--- src/sv/foreground_boundary_distances_assert.svh ---
// Assertion macros for the foreground boundary distances block.
// Used by modules that have clk_i and rst_ni in scope.
`ifndef FOREGROUND_BOUNDARY_DISTANCES_ASSERT_SVH
`define FOREGROUND_BOUNDARY_DISTANCES_ASSERT_SVH
`ifndef SYNTHESIS
`define FBD_ASSERT(label, ante, cons) \
  label: assert property (@(posedge clk_i) disable iff (!rst_ni) (ante) |-> (cons)) \
    else $error("assertion failed");
`define FBD_ASSERT_NEXT(label, ante, cons) \
  label: assert property (@(posedge clk_i) disable iff (!rst_ni) (ante) |=> (cons)) \
    else $error("assertion failed");
`else
`define FBD_ASSERT(label, ante, cons)
`define FBD_ASSERT_NEXT(label, ante, cons)
`endif
`endif

--- src/sv/fbd_pkg.sv ---
// Package for the foreground boundary distances block: sizes, codes and types.
// No dependencies.
package fbd_pkg;
  localparam int MAX_WIDTH  = 512;
  localparam int MAX_HEIGHT = 512;
  localparam int COORD_W    = 9;
  localparam int SWEEP_LEN  = (MAX_WIDTH > MAX_HEIGHT) ? MAX_WIDTH : MAX_HEIGHT;
  localparam int SWEEP_W    = $clog2(SWEEP_LEN);
  localparam int ROI_W      = 10;
  localparam int CFG_IW     = 2;
  localparam int CFG_DW     = 10;
  localparam int PIX_W      = 16;
  localparam int DIAG_W     = 10;
  localparam int RAD_W      = 20;
  localparam int ROOT_STEPS = RAD_W / 2;
  localparam int ROOT_CW    = 4;

  localparam logic [1:0] CMD_CLEAR = 2'd0;
  localparam logic [1:0] CMD_LOAD  = 2'd1;
  localparam logic [1:0] CMD_QUERY = 2'd2;

  localparam logic [CFG_IW-1:0] CFG_ROI_X = 2'd0;
  localparam logic [CFG_IW-1:0] CFG_ROI_Y = 2'd1;
  localparam logic [CFG_IW-1:0] CFG_ROI_W = 2'd2;
  localparam logic [CFG_IW-1:0] CFG_ROI_H = 2'd3;

  typedef struct packed {
    logic                seen;
    logic [COORD_W-1:0]  first;
    logic [COORD_W-1:0]  last;
  } bnd_t;

  typedef struct packed {
    logic               latch;
    logic               rd;
    logic               wr;
    logic               sweep;
    logic [SWEEP_W-1:0] sweep_addr;
    logic               calc;
    logic               sum;
    logic               root_step;
    logic               out_load;
  } fbd_cmd_t;
endpackage

--- src/sv/fbd_ctrl.sv ---
// Controller state machine: clearing sweep, load and query sequencing.
// Depends on fbd_pkg and foreground_boundary_distances_assert.svh.
`include "foreground_boundary_distances_assert.svh"
module fbd_ctrl (
  input  logic              clk_i,
  input  logic              rst_ni,
  input  logic              in_valid_i,
  input  logic [1:0]        in_cmd_i,
  output logic              in_ready_o,
  output logic              out_valid_o,
  input  logic              out_ready_i,
  output fbd_pkg::fbd_cmd_t cmd_o
);
  typedef enum logic [2:0] {
    S_SWEEP, S_IDLE, S_RD, S_WR, S_DIST, S_SUM, S_ROOT, S_OUT
  } state_e;

  state_e                        state_q, state_d;
  logic [fbd_pkg::SWEEP_W-1:0]   sweep_q, sweep_d;
  logic [fbd_pkg::ROOT_CW-1:0]   step_q, step_d;
  logic                          query_q, query_d;
  logic                          out_valid_q, out_valid_d;
  logic                          accept;
  logic                          out_free;
  logic                          rmw_start;

  assign in_ready_o  = (state_q == S_IDLE);
  assign accept      = in_valid_i && in_ready_o;
  assign out_valid_o = out_valid_q;
  assign out_free    = !out_valid_q || out_ready_i;
  assign rmw_start   = accept && (in_cmd_i == fbd_pkg::CMD_LOAD || in_cmd_i == fbd_pkg::CMD_QUERY);

  always_comb begin
    state_d     = state_q;
    sweep_d     = sweep_q;
    step_d      = step_q;
    query_d     = query_q;
    out_valid_d = out_valid_q && !out_ready_i;
    cmd_o       = '0;
    cmd_o.sweep_addr = sweep_q;
    unique case (state_q)
      S_SWEEP: begin
        cmd_o.sweep = 1'b1;
        sweep_d     = sweep_q + 1'b1;
        if (&sweep_q) begin
          state_d = S_IDLE;
        end
      end
      S_IDLE: begin
        if (accept) begin
          cmd_o.latch = 1'b1;
          unique case (in_cmd_i) inside
            fbd_pkg::CMD_CLEAR: begin
              sweep_d = '0;
              state_d = S_SWEEP;
            end
            fbd_pkg::CMD_LOAD, fbd_pkg::CMD_QUERY: begin
              query_d = (in_cmd_i == fbd_pkg::CMD_QUERY);
              state_d = S_RD;
            end
            default: begin
              state_d = S_IDLE;
            end
          endcase
        end
      end
      S_RD: begin
        cmd_o.rd = 1'b1;
        state_d  = query_q ? S_DIST : S_WR;
      end
      S_WR: begin
        cmd_o.wr = 1'b1;
        state_d  = S_IDLE;
      end
      S_DIST: begin
        cmd_o.calc = 1'b1;
        state_d    = S_SUM;
      end
      S_SUM: begin
        cmd_o.sum = 1'b1;
        step_d    = '0;
        state_d   = S_ROOT;
      end
      S_ROOT: begin
        cmd_o.root_step = 1'b1;
        step_d          = step_q + 1'b1;
        if (step_q == fbd_pkg::ROOT_CW'(fbd_pkg::ROOT_STEPS - 1)) begin
          state_d = S_OUT;
        end
      end
      S_OUT: begin
        if (out_free) begin
          cmd_o.out_load = 1'b1;
          out_valid_d    = 1'b1;
          state_d        = S_IDLE;
        end
      end
      default: begin
        state_d = S_IDLE;
      end
    endcase
  end

  always_ff @(posedge clk_i or negedge rst_ni) begin
    if (!rst_ni) begin
      state_q     <= S_SWEEP;
      sweep_q     <= '0;
      step_q      <= '0;
      query_q     <= 1'b0;
      out_valid_q <= 1'b0;
    end else begin
      state_q     <= state_d;
      sweep_q     <= sweep_d;
      step_q      <= step_d;
      query_q     <= query_d;
      out_valid_q <= out_valid_d;
    end
  end

  `FBD_ASSERT(a_no_accept_in_sweep, cmd_o.sweep, !in_ready_o)
  `FBD_ASSERT(a_no_result_overwrite, cmd_o.out_load, !out_valid_q || out_ready_i)
  `FBD_ASSERT_NEXT(a_result_shown, cmd_o.out_load, out_valid_o)
  `FBD_ASSERT_NEXT(a_read_follows_accept, rmw_start, cmd_o.rd)
endmodule

--- config.mk ---
export PLATFORM = sky130hd
export DESIGN_NAME = fbd_ctrl
export DESIGN_NICKNAME = d
export VERILOG_FILES = /design/src/sv/fbd_pkg.sv /design/src/sv/fbd_ctrl.sv
export VERILOG_INCLUDE_DIRS = /design/src /design/src/sv
export SDC_FILE = /design/constraint.sdc
export NUM_CORES = 1
export LEC_CHECK = 0
export ABC_AREA = 1
export BUFFER_PORTS_ARGS = -buffer_cell sky130_fd_sc_hd__clkbuf_2
export CORE_MARGIN = 3
export CORE_UTILIZATION = 50
export DETAILED_ROUTE_END_ITERATION = 12
export PLACE_DENSITY = 0.74
export SYNTH_ARGS = -nofsm -noshare
export SYNTH_HDL_FRONTEND = slang
export SYNTH_SLANG_ARGS = --single-unit
--- constraint.sdc ---
create_clock -name clk_i -period 1.9 [get_ports clk_i]
set_input_delay 0.19 -clock clk_i [delete_from_list [all_inputs] [get_ports clk_i]]
set_output_delay 0.19 -clock clk_i [all_outputs]
set_load 0.02 [all_outputs]
After elaboration in Yosys (flattened, before gate mapping)
Cells that the tools add are included.
Widths: inputs -> output; s select.

word-level totals
  register bits after elaboration = 18
  bits of input ports = 6
  output and inout bits = 19
  logic and storage cells = 59

operators by class
  $add $sub $neg = 2
  eq/ne operators = 15
  mux-type cells = 23
  reductions and logical operators = 14

operators by type and width
  cell                 number
  $pmux 3 s8           1
  $mux 9               2
  $pmux 9 s2           1
  $mux 3               5
  $eq 3x3->1 const B   4
  $mux 1               12
  $add 9x1->9 const B  1
  $reduce_and 9->1     1
  $pmux 4 s2           1
  $eq 3x2->1 const B   2
  $ne 2x2->1 const B   3
  $reduce_and 3->1     2
  $add 4x1->4 const B  1
  $eq 4x4->1 const B   1
  $ne 2x1->1 const B   2
  $pmux 2 s2           1
  $reduce_and 4->1     1
  $reduce_bool 2->1    2
  $eq 3x1->1 const B   1
  $logic_not 3->1      1
  $eq 2x1->1 const B   1
  $eq 2x2->1 const B   1
  $logic_and 1x1->1    2
  $logic_not 1->1      2
  other kinds (3)      3

Longest topological paths before layout
  word-level depth = 5
  mapped depth = 10
  mapped depth without buffers = 10

Least setup slack after synthesis
No wires, ideal clock.

  path type = register -> register
  start = register sweep_q[3] in the netlist's numbering
  end = register state_q[1]
  library setup time = 124 ps
  arrival time = 1,468 ps
  required time = 1,776 ps
  path slack = 308 ps
  cell stages (with the launch flop) = 10
  path buffers = 0
  period minus slack after synthesis = 1,592 ps
  cell sequence = dfrtp_1 -> nand2_1 -> nor2_1 -> inv_1 -> nor3_1 -> ha_1 -> nand3b_1 -> nand2_1 -> o21bai_1 -> nand2_1

between the ends
  word-level cells in the longest chain between the ends = 3

RTL lines
  item                               RTL line         RTL
  start, declared                    fbd_ctrl.sv:19   logic [fbd_pkg::SWEEP_W-1:0] sweep_q, sweep_d;
  start signal, assigned             fbd_ctrl.sv:113  sweep_q <= sweep_d;
  $reduce_and 9->1                   fbd_ctrl.sv:45   if (&sweep_q) begin
  $ne 2x2->1 (no source line)        n/a
  $reduce_and 4->1 (no source line)  n/a
  end signal, assigned               fbd_ctrl.sv:112  state_q <= state_d;
  end, declared                      fbd_ctrl.sv:18   state_e state_q, state_d;

No other way between the ends.
A chain may end at the register's enable or synchronous reset.

==> results.toml <==
[run_status]
status = "finished, final reports clean"

[finish]
nFillCells = 196
syn_to_final_growth_pct = 15.9
diodes = 0
final_core_util = 0.637
final-seq-area_sq_um = 450
layout-drive-gt1-share = 0.199
multi_input_area_sq_um = 573
nNetsFinal = 190

[worst_setup_path]
r2r_cells = 10
r2r_start = "sweep_q[3]$_DFFE_PN0P_"
cp.arrival_ns = 1.50
criticalPathCategory = "reg -> out"
critPathLaunchType = "register"
cp_max_fo = 8
reg2reg_to = "state_q[1]$_DFFE_PN0P_"
ff2ff_setup_slack_ns = 0.21
crit_path_end_kind = "primary output"
critPathRequiredTime_ns = 1.71

[detailed_routing]
wl_met1_microns = 1120
first_pass_iters = 4
viasPerCell = 5.15
dr.max_layer_used = "met4"
routed_wirelength_microns = 2370
dr_total_vias = 1045
drcViolationCount = 0
wl_met3_microns = 153
drtIter0Drc = 27
met2WireLength_microns = 1080
postRouteAntennaNets = 0
wl_per_cell_microns = 11.7

[timing]
hold_violations = 0
max_freq_mhz = 592
relSlewSlack = 0.692
fin_tns_setup_ns = 0
fin_crit_ns = 1.69
slew_violations = 0
worst_slew_pin_slew_ns = 0.462
setup-violations-final = 0
fin_crit_sh = 0.889
grt_setup_unrepaired = "no"
whs_ns = 0.0868
fin_skew_ns = 0.000715

[clock_network]
h-tree-depth = 1
cts_tree = "built"
cts_buffers = 3
cts_max_path_buffers = 2
cts-root-buf = "clkbuf_4"
insertion_delay_ns = 0.29
clk_pin_slew_ns = 0.11
clock_sinks = 18

[synth]
synth_cell_type_count = 22
synth_largest_area_cell = "dfrtp_1"
synth_flop_cell = "dfrtp_1"
synth_nets = 162
synthMostInstantiatedCell = "nand2_1"
synthArstFlopShare = 1.00
synth_top_area_frac = 0.397
netlist_area_sq_um = 1130
ys_warn_count = 0
synthTopCellsByCount = "nand2_1, inv_1, dfrtp_1"
synth_area_leaders = "dfrtp_1, nand2_1, ha_1"
syn_avg_cell_area_sq_um = 7.61
syn-instance-count = 149
ys_seq_elements = 18
synth_edf_count = 0
ys_seq_area_frac = 0.397

[placed_design]
place_congestion = 0.832
port_buffers = 24
hpwl_microns = 1880

[floorplanning]
die_y_microns = 53.6
start_util = 0.550
die_x_microns = 53.6
die_area_sq_um = 2870
coreArea_sq_um = 2060
io_pins = 25
fp-row-count = 16

[flow_run]
max-cap-violations = 0

[hold_path]
hold_end = "out_valid_o$_DFF_PN0_"
min_path_cells = 2
holdCritStartpoint = "out_ready_i"
hold_path_class = "in -> reg"

[global_route]
grt_pass1_wl_microns = 4110
grtUsageTotal = 0.196
grt_pass1_vias = 965
grt_max_degree = 19
grt_overflow = 0
antenna_found_initial = 0

[power]
p_per_area_nw_per_um2 = 1380
ir_drop_mv = 0.666
p_leak_nw = 0.754
registers in the layout, indices dropped and copies added, names as in the netlist:
register and count:
out_valid_o 1, query_q 1, state_q 3, step_q 4
sweep_q 9
stage by stage:
stage          power [mW]  area, sq um  setup slack, ns  std cells
2_1_floorplan        1.34         1130            0.308        149
3_3_place_gp         1.55         1260            0.319        198
3_5_place_dp         1.57         1260            0.208        198
4_1_cts              1.81         1310            0.182        203
5_1_grt              1.98         1310           0.0479        203
6_report             1.81         1310            0.210        203
worst max path at each step:
| stage | start | end | slack [ns] |
|---|---|---|---|
| global placement | sweep_q[3]$_DFFE_PN0P_ | state_q[2]$_DFFE_PN0P_ | 0.32 |
| floorplan | sweep_q[3]$_DFFE_PN0P_ | state_q[1]$_DFFE_PN0P_ | 0.31 |
| detailed placement | sweep_q[3]$_DFFE_PN0P_ | state_q[1]$_DFFE_PN0P_ | 0.21 |
| CTS | sweep_q[3]$_DFFE_PN0P_ | state_q[1]$_DFFE_PN0P_ | 0.18 |
| global route | sweep_q[3]$_DFFE_PN0P_ | state_q[1]$_DFFE_PN0P_ | 0.05 |
| finish | state_q[2]$_DFFE_PN0P_ | cmd_o[0] | 0.21 |
critical path, stage by stage (launching register included):
cell	delay, ns
dfrtp_1	0.53
inv_1	0.15
nor2_1	0.20
inv_1	0.07
nor2_1	0.08
clkbuf_2	0.17
cells by family after synthesis:
logic type | synth area share
buffers and inverters | 0.0993
XOR/XNOR | 0.0155
flip-flops | 0.397
AO/OA/AOI/OAI | 0.0839
adder cells (fa/ha/maj) | 0.0773
AND/OR/NAND/NOR | 0.327
cells in the final DEF (no fill, tap or decap), types with 2 or more instances in the layout:
cell       n
a21oi_1    4
a22o_1     2
clkbuf_2  24
clkbuf_4   3
dfrtp_1   18
ha_1       7
inv_1     23
nand2_1   42
nand2_4    2
nand3_1   12
nand3b_1   2
nand4_1    2
nor2_1    14
nor2_4     2
o21ai_0    6
o21bai_1   2
o22ai_1    2
repair_timing:
item / in CTS / in global routing
hold buffers: 1 / 0
buffers inserted: 0 / 0
setup endpoints to repair: 0 / 1
gates resized for setup: 0 / 1
hold endpoints to repair: 18 / 0
final cells by class:
cell class | count | area share
sequential | 18 | 0.343
timing repair buffer | 25 | 0.0990
clock buffer | 4 | 0.0276
tap | 27 | 0.0257
inverter | 24 | 0.0686
multi-input combinational | 105 | 0.436
metal layers:
metal | track usage | vias up
met5 | 0 | -
li1 | - | 527
met4 | 0.0596 | 0
met2 | 0.306 | 34
met3 | 0.0582 | 2
met1 | 0.261 | 482
where the power goes:
group | internal (mW) | total, mW | switching (mW)
Combinational | 0.303 | 0.901 | 0.598
Sequential | 0.504 | 0.666 | 0.162
Clock | 0.117 | 0.242 | 0.125
Power figures use the tool's default switching activity.
